===== src/sha256_pkg.sv =====
`default_nettype none

package sha256_pkg;

  // fill position of the last byte of a block
  localparam logic [5:0] LastFill = 6'd63;
  // fill position of the last pad byte before the 64-bit length field
  localparam logic [5:0] PadEndFill = 6'd55;
  // last round of a compression
  localparam logic [5:0] LastRound = 6'd63;
  // last word of the digest
  localparam logic [2:0] LastWord = 3'd7;
  // first pad byte after the message
  localparam logic [7:0] PadByte = 8'h80;

  // source of the byte shifted into the block register
  typedef enum logic [1:0] {
    BYTE_MSG  = 2'd0,
    BYTE_PAD  = 2'd1,
    BYTE_ZERO = 2'd2,
    BYTE_LEN  = 2'd3
  } byte_sel_e;

  // controller to datapath commands
  typedef struct packed {
    logic      shift_en;
    byte_sel_e byte_sel;
    logic      vars_init;
    logic      round_en;
    logic [5:0] round_idx;
    logic      hash_add;
    logic      hash_init;
    logic      len_inc;
    logic      len_clr;
    logic [2:0] out_idx;
  } dp_cmd_t;

  // datapath to controller status
  typedef struct packed {
    logic [5:0] fill;
  } dp_status_t;

  function automatic logic [31:0] rotr(input logic [31:0] x, input int unsigned n);
    return (x >> n) | (x << (32 - n));
  endfunction

  function automatic logic [31:0] round_sum_a(input logic [31:0] x);
    return rotr(x, 2) ^ rotr(x, 13) ^ rotr(x, 22);
  endfunction

  function automatic logic [31:0] round_sum_e(input logic [31:0] x);
    return rotr(x, 6) ^ rotr(x, 11) ^ rotr(x, 25);
  endfunction

  function automatic logic [31:0] sched_mix0(input logic [31:0] x);
    return rotr(x, 7) ^ rotr(x, 18) ^ (x >> 3);
  endfunction

  function automatic logic [31:0] sched_mix1(input logic [31:0] x);
    return rotr(x, 17) ^ rotr(x, 19) ^ (x >> 10);
  endfunction

  // initial hash value for one word
  function automatic logic [31:0] init_hash(input logic [2:0] idx);
    logic [31:0] v;
    case (idx)
      3'd0: v = 32'h6a09e667;
      3'd1: v = 32'hbb67ae85;
      3'd2: v = 32'h3c6ef372;
      3'd3: v = 32'ha54ff53a;
      3'd4: v = 32'h510e527f;
      3'd5: v = 32'h9b05688c;
      3'd6: v = 32'h1f83d9ab;
      default: v = 32'h5be0cd19;
    endcase
    return v;
  endfunction

  // round constant table
  function automatic logic [31:0] round_k(input logic [5:0] idx);
    logic [31:0] k;
    case (idx)
      6'd0:  k = 32'h428a2f98; 6'd1:  k = 32'h71374491;
      6'd2:  k = 32'hb5c0fbcf; 6'd3:  k = 32'he9b5dba5;
      6'd4:  k = 32'h3956c25b; 6'd5:  k = 32'h59f111f1;
      6'd6:  k = 32'h923f82a4; 6'd7:  k = 32'hab1c5ed5;
      6'd8:  k = 32'hd807aa98; 6'd9:  k = 32'h12835b01;
      6'd10: k = 32'h243185be; 6'd11: k = 32'h550c7dc3;
      6'd12: k = 32'h72be5d74; 6'd13: k = 32'h80deb1fe;
      6'd14: k = 32'h9bdc06a7; 6'd15: k = 32'hc19bf174;
      6'd16: k = 32'he49b69c1; 6'd17: k = 32'hefbe4786;
      6'd18: k = 32'h0fc19dc6; 6'd19: k = 32'h240ca1cc;
      6'd20: k = 32'h2de92c6f; 6'd21: k = 32'h4a7484aa;
      6'd22: k = 32'h5cb0a9dc; 6'd23: k = 32'h76f988da;
      6'd24: k = 32'h983e5152; 6'd25: k = 32'ha831c66d;
      6'd26: k = 32'hb00327c8; 6'd27: k = 32'hbf597fc7;
      6'd28: k = 32'hc6e00bf3; 6'd29: k = 32'hd5a79147;
      6'd30: k = 32'h06ca6351; 6'd31: k = 32'h14292967;
      6'd32: k = 32'h27b70a85; 6'd33: k = 32'h2e1b2138;
      6'd34: k = 32'h4d2c6dfc; 6'd35: k = 32'h53380d13;
      6'd36: k = 32'h650a7354; 6'd37: k = 32'h766a0abb;
      6'd38: k = 32'h81c2c92e; 6'd39: k = 32'h92722c85;
      6'd40: k = 32'ha2bfe8a1; 6'd41: k = 32'ha81a664b;
      6'd42: k = 32'hc24b8b70; 6'd43: k = 32'hc76c51a3;
      6'd44: k = 32'hd192e819; 6'd45: k = 32'hd6990624;
      6'd46: k = 32'hf40e3585; 6'd47: k = 32'h106aa070;
      6'd48: k = 32'h19a4c116; 6'd49: k = 32'h1e376c08;
      6'd50: k = 32'h2748774c; 6'd51: k = 32'h34b0bcb5;
      6'd52: k = 32'h391c0cb3; 6'd53: k = 32'h4ed8aa4a;
      6'd54: k = 32'h5b9cca4f; 6'd55: k = 32'h682e6ff3;
      6'd56: k = 32'h748f82ee; 6'd57: k = 32'h78a5636f;
      6'd58: k = 32'h84c87814; 6'd59: k = 32'h8cc70208;
      6'd60: k = 32'h90befffa; 6'd61: k = 32'ha4506ceb;
      6'd62: k = 32'hbef9a3f7;
      default: k = 32'hc67178f2;
    endcase
    return k;
  endfunction

endpackage

`default_nettype wire


===== src/sha256_datapath.sv =====
`default_nettype none

module sha256_datapath (
  input  wire logic                  clk_i,
  input  wire logic                  rst_ni,
  input  wire sha256_pkg::dp_cmd_t   cmd_i,
  input  wire logic [7:0]            message_byte_i,
  output sha256_pkg::dp_status_t     status_o,
  output logic [31:0]                digest_word_o
);

  // block register doubles as the rolling 16-word schedule, word 0 at the top
  logic [511:0]      window_q;
  logic [7:0][31:0]  vars_q;
  logic [7:0][31:0]  hash_q;
  logic [60:0]       len_q;
  logic [5:0]        fill_q;

  logic [7:0]  byte_in;
  logic [63:0] bit_len;
  logic [2:0]  len_sh;
  logic [31:0] w_cur, w_1, w_9, w_14, w_new;
  logic [31:0] t1, t2, ch, maj;

  // byte shifted into the block
  assign bit_len = {len_q, 3'b000};
  assign len_sh  = 3'd7 - fill_q[2:0];

  always_comb begin
    case (cmd_i.byte_sel)
      sha256_pkg::BYTE_MSG:  byte_in = message_byte_i;
      sha256_pkg::BYTE_PAD:  byte_in = sha256_pkg::PadByte;
      sha256_pkg::BYTE_LEN:  byte_in = bit_len[{len_sh, 3'b000} +: 8];
      default:               byte_in = 8'h00;
    endcase
  end

  // message schedule taps
  assign w_cur = window_q[511:480];
  assign w_1   = window_q[479:448];
  assign w_9   = window_q[223:192];
  assign w_14  = window_q[63:32];
  assign w_new = sha256_pkg::sched_mix1(w_14) + w_9 + sha256_pkg::sched_mix0(w_1) + w_cur;

  // round function
  assign ch  = (vars_q[4] & vars_q[5]) ^ (~vars_q[4] & vars_q[6]);
  assign maj = (vars_q[0] & vars_q[1]) ^ (vars_q[0] & vars_q[2]) ^ (vars_q[1] & vars_q[2]);
  assign t1  = vars_q[7] + sha256_pkg::round_sum_e(vars_q[4]) + ch
             + sha256_pkg::round_k(cmd_i.round_idx) + w_cur;
  assign t2  = sha256_pkg::round_sum_a(vars_q[0]) + maj;

  // block register and working variables
  always_ff @(posedge clk_i) begin
    if (cmd_i.shift_en) begin
      window_q <= {window_q[503:0], byte_in};
    end else if (cmd_i.round_en) begin
      window_q <= {window_q[479:0], w_new};
    end
    if (cmd_i.vars_init) begin
      vars_q <= hash_q;
    end else if (cmd_i.round_en) begin
      vars_q[7] <= vars_q[6];
      vars_q[6] <= vars_q[5];
      vars_q[5] <= vars_q[4];
      vars_q[4] <= vars_q[3] + t1;
      vars_q[3] <= vars_q[2];
      vars_q[2] <= vars_q[1];
      vars_q[1] <= vars_q[0];
      vars_q[0] <= t1 + t2;
    end
  end

  // chaining value, length and fill position
  always_ff @(posedge clk_i or negedge rst_ni) begin
    if (!rst_ni) begin
      for (int i = 0; i < 8; i++) begin
        hash_q[i] <= sha256_pkg::init_hash(3'(i));
      end
      len_q  <= '0;
      fill_q <= '0;
    end else begin
      if (cmd_i.hash_init) begin
        for (int i = 0; i < 8; i++) begin
          hash_q[i] <= sha256_pkg::init_hash(3'(i));
        end
      end else if (cmd_i.hash_add) begin
        for (int i = 0; i < 8; i++) begin
          hash_q[i] <= hash_q[i] + vars_q[i];
        end
      end
      if (cmd_i.len_clr) begin
        len_q <= '0;
      end else if (cmd_i.len_inc) begin
        len_q <= len_q + 61'd1;
      end
      if (cmd_i.shift_en) begin
        fill_q <= fill_q + 6'd1;
      end
    end
  end

  assign status_o.fill = fill_q;
  assign digest_word_o = hash_q[cmd_i.out_idx];

endmodule

`default_nettype wire


===== src/sha256_ctrl.sv =====
`default_nettype none

module sha256_ctrl (
  input  wire logic                   clk_i,
  input  wire logic                   rst_ni,
  input  wire logic                   in_valid_i,
  output logic                        in_ready_o,
  input  wire logic                   final_byte_i,
  output logic                        out_valid_o,
  input  wire logic                   out_ready_i,
  output logic [2:0]                  word_index_o,
  output logic                        digest_last_o,
  input  wire sha256_pkg::dp_status_t status_i,
  output sha256_pkg::dp_cmd_t         cmd_o
);

  typedef enum logic [5:0] {
    S_IDLE  = 6'b000001,
    S_PAD   = 6'b000010,
    S_LEN   = 6'b000100,
    S_ROUND = 6'b001000,
    S_UPD   = 6'b010000,
    S_OUT   = 6'b100000
  } state_e;

  state_e     state_q, state_d;
  logic [5:0] round_q, round_d;
  logic [2:0] out_idx_q, out_idx_d;
  logic       fin_q, fin_d;
  logic       len_in_q, len_in_d;
  logic       pad_first_q, pad_first_d;
  logic       block_full;

  assign block_full = (status_i.fill == sha256_pkg::LastFill);

  // next state and datapath commands
  always_comb begin
    state_d     = state_q;
    round_d     = round_q;
    out_idx_d   = out_idx_q;
    fin_d       = fin_q;
    len_in_d    = len_in_q;
    pad_first_d = pad_first_q;
    in_ready_o  = 1'b0;
    out_valid_o = 1'b0;
    cmd_o           = '0;
    cmd_o.byte_sel  = sha256_pkg::BYTE_ZERO;
    cmd_o.round_idx = round_q;
    cmd_o.out_idx   = out_idx_q;
    case (state_q)
      S_IDLE: begin
        in_ready_o = 1'b1;
        if (in_valid_i) begin
          cmd_o.shift_en = 1'b1;
          cmd_o.byte_sel = sha256_pkg::BYTE_MSG;
          cmd_o.len_inc  = 1'b1;
          fin_d          = final_byte_i;
          pad_first_d    = 1'b1;
          if (block_full) begin
            cmd_o.vars_init = 1'b1;
            round_d         = '0;
            state_d         = S_ROUND;
          end else if (final_byte_i) begin
            state_d = S_PAD;
          end
        end
      end
      S_PAD: begin
        cmd_o.shift_en = 1'b1;
        cmd_o.byte_sel = pad_first_q ? sha256_pkg::BYTE_PAD : sha256_pkg::BYTE_ZERO;
        pad_first_d    = 1'b0;
        if (block_full) begin
          cmd_o.vars_init = 1'b1;
          round_d         = '0;
          state_d         = S_ROUND;
        end else if (status_i.fill == sha256_pkg::PadEndFill) begin
          state_d = S_LEN;
        end
      end
      S_LEN: begin
        cmd_o.shift_en = 1'b1;
        cmd_o.byte_sel = sha256_pkg::BYTE_LEN;
        if (block_full) begin
          cmd_o.vars_init = 1'b1;
          round_d         = '0;
          len_in_d        = 1'b1;
          state_d         = S_ROUND;
        end
      end
      S_ROUND: begin
        cmd_o.round_en = 1'b1;
        round_d        = round_q + 6'd1;
        if (round_q == sha256_pkg::LastRound) begin
          state_d = S_UPD;
        end
      end
      S_UPD: begin
        cmd_o.hash_add = 1'b1;
        if (len_in_q) begin
          out_idx_d = '0;
          state_d   = S_OUT;
        end else if (fin_q) begin
          state_d = S_PAD;
        end else begin
          state_d = S_IDLE;
        end
      end
      S_OUT: begin
        out_valid_o = 1'b1;
        if (out_ready_i) begin
          out_idx_d = out_idx_q + 3'd1;
          if (out_idx_q == sha256_pkg::LastWord) begin
            cmd_o.hash_init = 1'b1;
            cmd_o.len_clr   = 1'b1;
            fin_d           = 1'b0;
            len_in_d        = 1'b0;
            state_d         = S_IDLE;
          end
        end
      end
      default: begin
        state_d = S_IDLE;
      end
    endcase
  end

  // control registers
  always_ff @(posedge clk_i or negedge rst_ni) begin
    if (!rst_ni) begin
      state_q     <= S_IDLE;
      round_q     <= '0;
      out_idx_q   <= '0;
      fin_q       <= 1'b0;
      len_in_q    <= 1'b0;
      pad_first_q <= 1'b0;
    end else begin
      state_q     <= state_d;
      round_q     <= round_d;
      out_idx_q   <= out_idx_d;
      fin_q       <= fin_d;
      len_in_q    <= len_in_d;
      pad_first_q <= pad_first_d;
    end
  end

  assign word_index_o  = out_idx_q;
  assign digest_last_o = (out_idx_q == sha256_pkg::LastWord);

endmodule

`default_nettype wire


===== src/sha256_message_hasher.sv =====
// SHA-256 hasher fed one message byte per request, with final_byte_i marking the last
// byte; after it the eight digest words come out as eight output requests, H0 first,
// and the block then starts over from the initial hash for the next message. Every
// 64th byte starts a compression of 64 rounds, one round per cycle on a single round
// unit, followed by a fold of the result into the chaining value; input is blocked
// through both. After the final byte the padding and the 64-bit length are shifted
// into the block register one byte per cycle, with one extra block, compressed on its
// own, when 56 or more bytes of the last block are used; then come the final
// compression and the eight output words. No new byte is taken until the eighth
// digest word has been accepted.
`default_nettype none

module sha256_message_hasher (
  input  wire logic        clk_i,
  input  wire logic        rst_ni,
  input  wire logic        in_valid_i,
  output logic             in_ready_o,
  input  wire logic [7:0]  message_byte_i,
  input  wire logic        final_byte_i,
  output logic             out_valid_o,
  input  wire logic        out_ready_i,
  output logic [31:0]      digest_word_o,
  output logic [2:0]       word_index_o,
  output logic             digest_last_o
);

  sha256_pkg::dp_cmd_t    cmd;
  sha256_pkg::dp_status_t status;

  // sequencing of load, padding, rounds and output
  sha256_ctrl u_ctrl (
    .clk_i         (clk_i),
    .rst_ni        (rst_ni),
    .in_valid_i    (in_valid_i),
    .in_ready_o    (in_ready_o),
    .final_byte_i  (final_byte_i),
    .out_valid_o   (out_valid_o),
    .out_ready_i   (out_ready_i),
    .word_index_o  (word_index_o),
    .digest_last_o (digest_last_o),
    .status_i      (status),
    .cmd_o         (cmd)
  );

  // block register, schedule, round unit and chaining value
  sha256_datapath u_datapath (
    .clk_i          (clk_i),
    .rst_ni         (rst_ni),
    .cmd_i          (cmd),
    .message_byte_i (message_byte_i),
    .status_o       (status),
    .digest_word_o  (digest_word_o)
  );

endmodule

`default_nettype wire

===== config.mk =====
export PLATFORM = sky130hd
export DESIGN_NAME = sha256_message_hasher
export DESIGN_NICKNAME = d
export VERILOG_FILES = /design/src/sha256_pkg.sv /design/src/sha256_datapath.sv /design/src/sha256_ctrl.sv /design/src/sha256_message_hasher.sv
export SDC_FILE = /design/constraint.sdc
export NUM_CORES = 2
export LEC_CHECK = 0
export BUFFER_PORTS_ARGS = -buffer_cell sky130_fd_sc_hd__buf_4
export CAP_MARGIN = 5
export CORE_AREA = 2 2 394 396
export CTS_BUF_LIST = sky130_fd_sc_hd__clkbuf_8 sky130_fd_sc_hd__clkbuf_16
export DETAILED_ROUTE_END_ITERATION = 8
export DIE_AREA = 0 0 396 398
export SLEW_MARGIN = 20
export SYNTH_ARGS = -nofsm -noshare
export SYNTH_HDL_FRONTEND = slang
export SYNTH_HIERARCHICAL = 1
export SYNTH_SLANG_ARGS = --single-unit

===== constraint.sdc =====
create_clock -name clk_i -period 10.73 [get_ports clk_i]
set_input_delay 3.219 -clock clk_i [delete_from_list [all_inputs] [get_ports clk_i]]
set_output_delay 3.219 -clock clk_i [all_outputs]
set_load 0.01 [all_outputs]

==> qor_table.md <==
| Item | Value | Unit |
| --- | --- | --- |
| Largest family of logic cells by synthesized area | multiplexers | - |
| Vert. Die Dim | 398 | um |
| Total negative slack | 0 | ns |
| Post-Route Skew | 0.0310 | ns |
| Leading post-synthesis cells by cell area | sky130_fd_sc_hd__edfxtp_1 30%, sky130_fd_sc_hd__mux2_2 11%, sky130_fd_sc_hd__dfrtp_1 6.7% | - |
| CP Depth | 37 | - |
| Post-synthesis sequential area ratio | 41.7 | % |
| Worst slew margin | 17.0 | % |
| Number of buffers added by the clock tree synthesis step | 133 | - |
| Routability-driven placement congestion ratio | 0.965 | - |
| CP Class | flop to flop | - |
| Net count of the finished layout | 7,465 | - |
| Async set-or-reset flop fraction in the synthesized netlist | 30.7 | % |
| Crit path from | u_ctrl/round_q[1] | - |
| N_diodes | 0 | - |
| Xor-xnor portion of the synthesized cell area | 7.13 | % |
| Average via count per standard cell | 6.01 | - |
| Crit path DAT | 10.09 | ns |
| Number of flops mapped to enable cells by yosys | 768 | - |
| Fraction of the mapped netlist area in compound gates | 12.8 | % |
| Max frequency | 104 | MHz |
| Initial standard-cell utilization of the core | 49.7 | % |
| Number of buffers on the longest clock path | 3 | - |
| Share of synthesized cell area in full adder, half adder and majority cells | 11.7 | % |
| Worst reg2reg path endpoint | u_datapath/vars_q[29] | - |
| Depth of the worst register-to-register path | 37 | - |
| Buffers added on ports | 50 | - |
| Antenna-violating nets left | 0 | - |
| Hold Crit Class | flop to flop | - |
| Total die area | 0.158 | mm^2 |
| Area leader, netlist | sky130_fd_sc_hd__edfxtp_1 | - |
| Final number of setup-violating endpoints | 0 | - |
| Total of warnings raised by yosys | 6 | - |
| Number of buffers and inverters on the critical path | 4 | - |
| Worst skew pair latency | 0.79 | ns |
| Count of standard-cell rows | 144 | - |
| DR pass1 iterations | 5 | - |
| 1st-iter DRT viols | 4,484 | - |
| Simple-Gate Fraction of Synth Area | 8.54 | % |
| H-Tree Level Count | 4 | - |
| Crit end category | flop | - |
| Dpl hpwl | 171 | mm |
| Most common cell type on the critical path | sky130_fd_sc_hd__a21oi_1 | - |
| Global Route Usage Sum | 29.1 | % |
| Clock-pin slew of the registers on the worst-case setup and hold paths | 0.06 | ns |
| Dominant register cell in the synthesized netlist | sky130_fd_sc_hd__edfxtp_1 | - |
| Post-CTS setup repair buffer count | 0 | - |
| Number of antenna violations at the first check in global routing | 5 | - |
| Transition time at the pin with the least slew margin | 1.25 | ns |
| Post-synth design cell area | 0.0762 | mm^2 |
| Slowest cell on the critical path | sky130_fd_sc_hd__dfrtp_1 | - |
| Largest incremental delay on the critical path | 0.82 | ns |
| Top Ports | 51 | - |
| Commonest cells in the synthesized netlist | 768 x sky130_fd_sc_hd__edfxtp_1, 713 x sky130_fd_sc_hd__mux2_2, 454 x sky130_fd_sc_hd__nor2_1 | - |
| Cts hold-fix bufs | 0 | - |
| Final hold violation count | 0 | - |
| Launching point of the worst reg2reg path | u_ctrl/round_q[1] | - |
| Worst setup path endpoint | u_datapath/vars_q[29] | - |
| Kind of start point of the critical path | flop | - |
| Total count of max-transition violations in the final report | 0 | - |
| Wire length of the first global-routing pass | 344 | mm |
| Number of global-route vias before repair | 53,200 | - |
| Area of the core | 0.153 | mm^2 |
| Leading cell type by number of instances after synthesis | sky130_fd_sc_hd__edfxtp_1 | - |
| Critical Path Fanout Max | 22 | - |
| Post-synthesis sequential element count | 1,109 | - |
| Data required time at the worst endpoint | 11.23 | ns |
| Max_cap viols | 0 | - |
| Detailed-route DRC error count | 0 | - |
| Post-layout min period | 9.60 | ns |
| Total wirelength of the detailed-routed design | 232 | mm |
| Kind of cell with the highest combined delay on the critical path | compound AO/OA/AOI/OAI gates | - |
| Setup slack of the worst register-to-register path | 1.13 | ns |
| Top cell type's share of synthesized area | 30.3 | % |
| Die width | 396 | um |
| Number of distinct library cells after synthesis | 101 | - |
| Clock tree root buffer cell | sky130_fd_sc_hd__clkbuf_16 | - |
| Avg Synthesized Cell Area | 11.0 | um^2 |
| Post-synthesis net count | 7,549 | - |
| Crit share post-route | 89.4 | % |
| Via Count | 54,200 | - |
| Post-CTS resize count | 0 | - |
| Gate count of the mapped netlist | 6,946 | - |
| Portion of netlist area occupied by mux cells | 14.4 | % |
| RSZ-0062 raised after global routing | false | - |
| Clock tree sinks | 1,109 | - |
| Status | finished, final reports clean | - |
| Global route overflow | 0 | - |
| Maximum number of pins on one net before global-route repair | 196 | - |
| Post-synthesis to final-layout area growth | 8.72 | % |
| Ratio of cells with drive above 1 in the final layout | 18.5 | % |
| CTS tree | yes | - |
| Wire length per cell | 25.7 | um |
-- final cells by class --
type | count | area, um^2
clock buffer | 145 | 3540
clock inverter | 99 | 739
fill | 13400 | 70500
inverter | 421 | 1590
multi-input combinational | 5080 | 41600
sequential | 1109 | 31800
tap | 2044 | 2560
timing repair buffer | 117 | 1010
-- routing by layer --
layer | global-route usage [%] | up-vias | wire, um
met5 | 0 | - | 13
met1 | 39.1 | 27400 | 99400
met3 | 3.65 | 359 | 11800
li1 | - | 25000 | -
met4 | 10.9 | 2 | 8890
met2 | 48.1 | 1501 | 111000
-- kinds of logic (layout without fill, tap and decap cells) --
family | after synthesis | in the layout
compound gates | 1559 | 1559
xor+xnor | 620 | 620
fa+ha+maj | 593 | 593
buf+inv | 757 | 782
flops | 1109 | 1109
mux | 902 | 902
simple gates | 1406 | 1406
-- how the worst min path moves through the flow --
stage | cells after the start | slack, ns | to | start
final | 1 | 0.47 | u_datapath/status_o[5] | u_datapath/status_o[5]
after global routing | 1 | 0.49 | u_datapath/status_o[5] | u_datapath/status_o[5]
after CTS | 1 | 0.48 | u_datapath/status_o[5] | u_datapath/status_o[5]
after detailed placement | 1 | 0.46 | u_datapath/status_o[5] | u_datapath/status_o[5]
after global placement | 1 | 0.47 | u_datapath/status_o[5] | u_datapath/status_o[5]
after floorplan | 1 | 0.43 | u_datapath/status_o[5] | u_datapath/status_o[5]
-- flip-flops by register name, indices dropped and copies added (netlist names) --
register,flops
u_ctrl/round_q,6
u_datapath/len_q,61
u_ctrl/len_in_q,1
u_datapath/hash_q,256
u_ctrl/fin_q,1
u_datapath/status_o,6
u_ctrl/pad_first_q,1
u_ctrl/state_q,6
u_datapath/vars_q,256
u_datapath/window_q,512
u_ctrl/word_index_o,3
-- placed cells by master (no fill, tap or decap), drive strengths merged, types with 37 or more instances in the layout --
cell type and count:
dfrtp 204, nand3 102, nor3 84, a211o 40
o21bai 48, a21o 210, xnor2 414, edfxtp 768
a211oi 57, inv 469, mux2i 105, nand2 428
clkinv 43, buf 117, nand2b 66, mux4 83
xor2 206, clkbuf 145, nor2b 57, or3 39
o21ai 448, dfstp 137, nor2 454, o21a 57
mux2 714, o211ai 41, a31oi 47, fa 195
and3 37, o31ai 37, a21oi 424, ha 395
-- metrics by stage --
stage	util (%)	std cells	setup slack (ns)	area, um^2	hold slack (ns)
floorplan	-	6946	2.11	76200	0.435
global placement	51.2	8770	1.37	78500	0.466
detailed placement	51.2	8771	1.28	78500	0.464
CTS	54.0	9015	1.29	82800	0.476
global route	54.0	9015	0.529	82800	0.489
finish	54.0	9015	1.13	82800	0.467
Power is not shown: default switching activity piles up to over one toggle a cycle in this logic, so the estimate is an artifact.
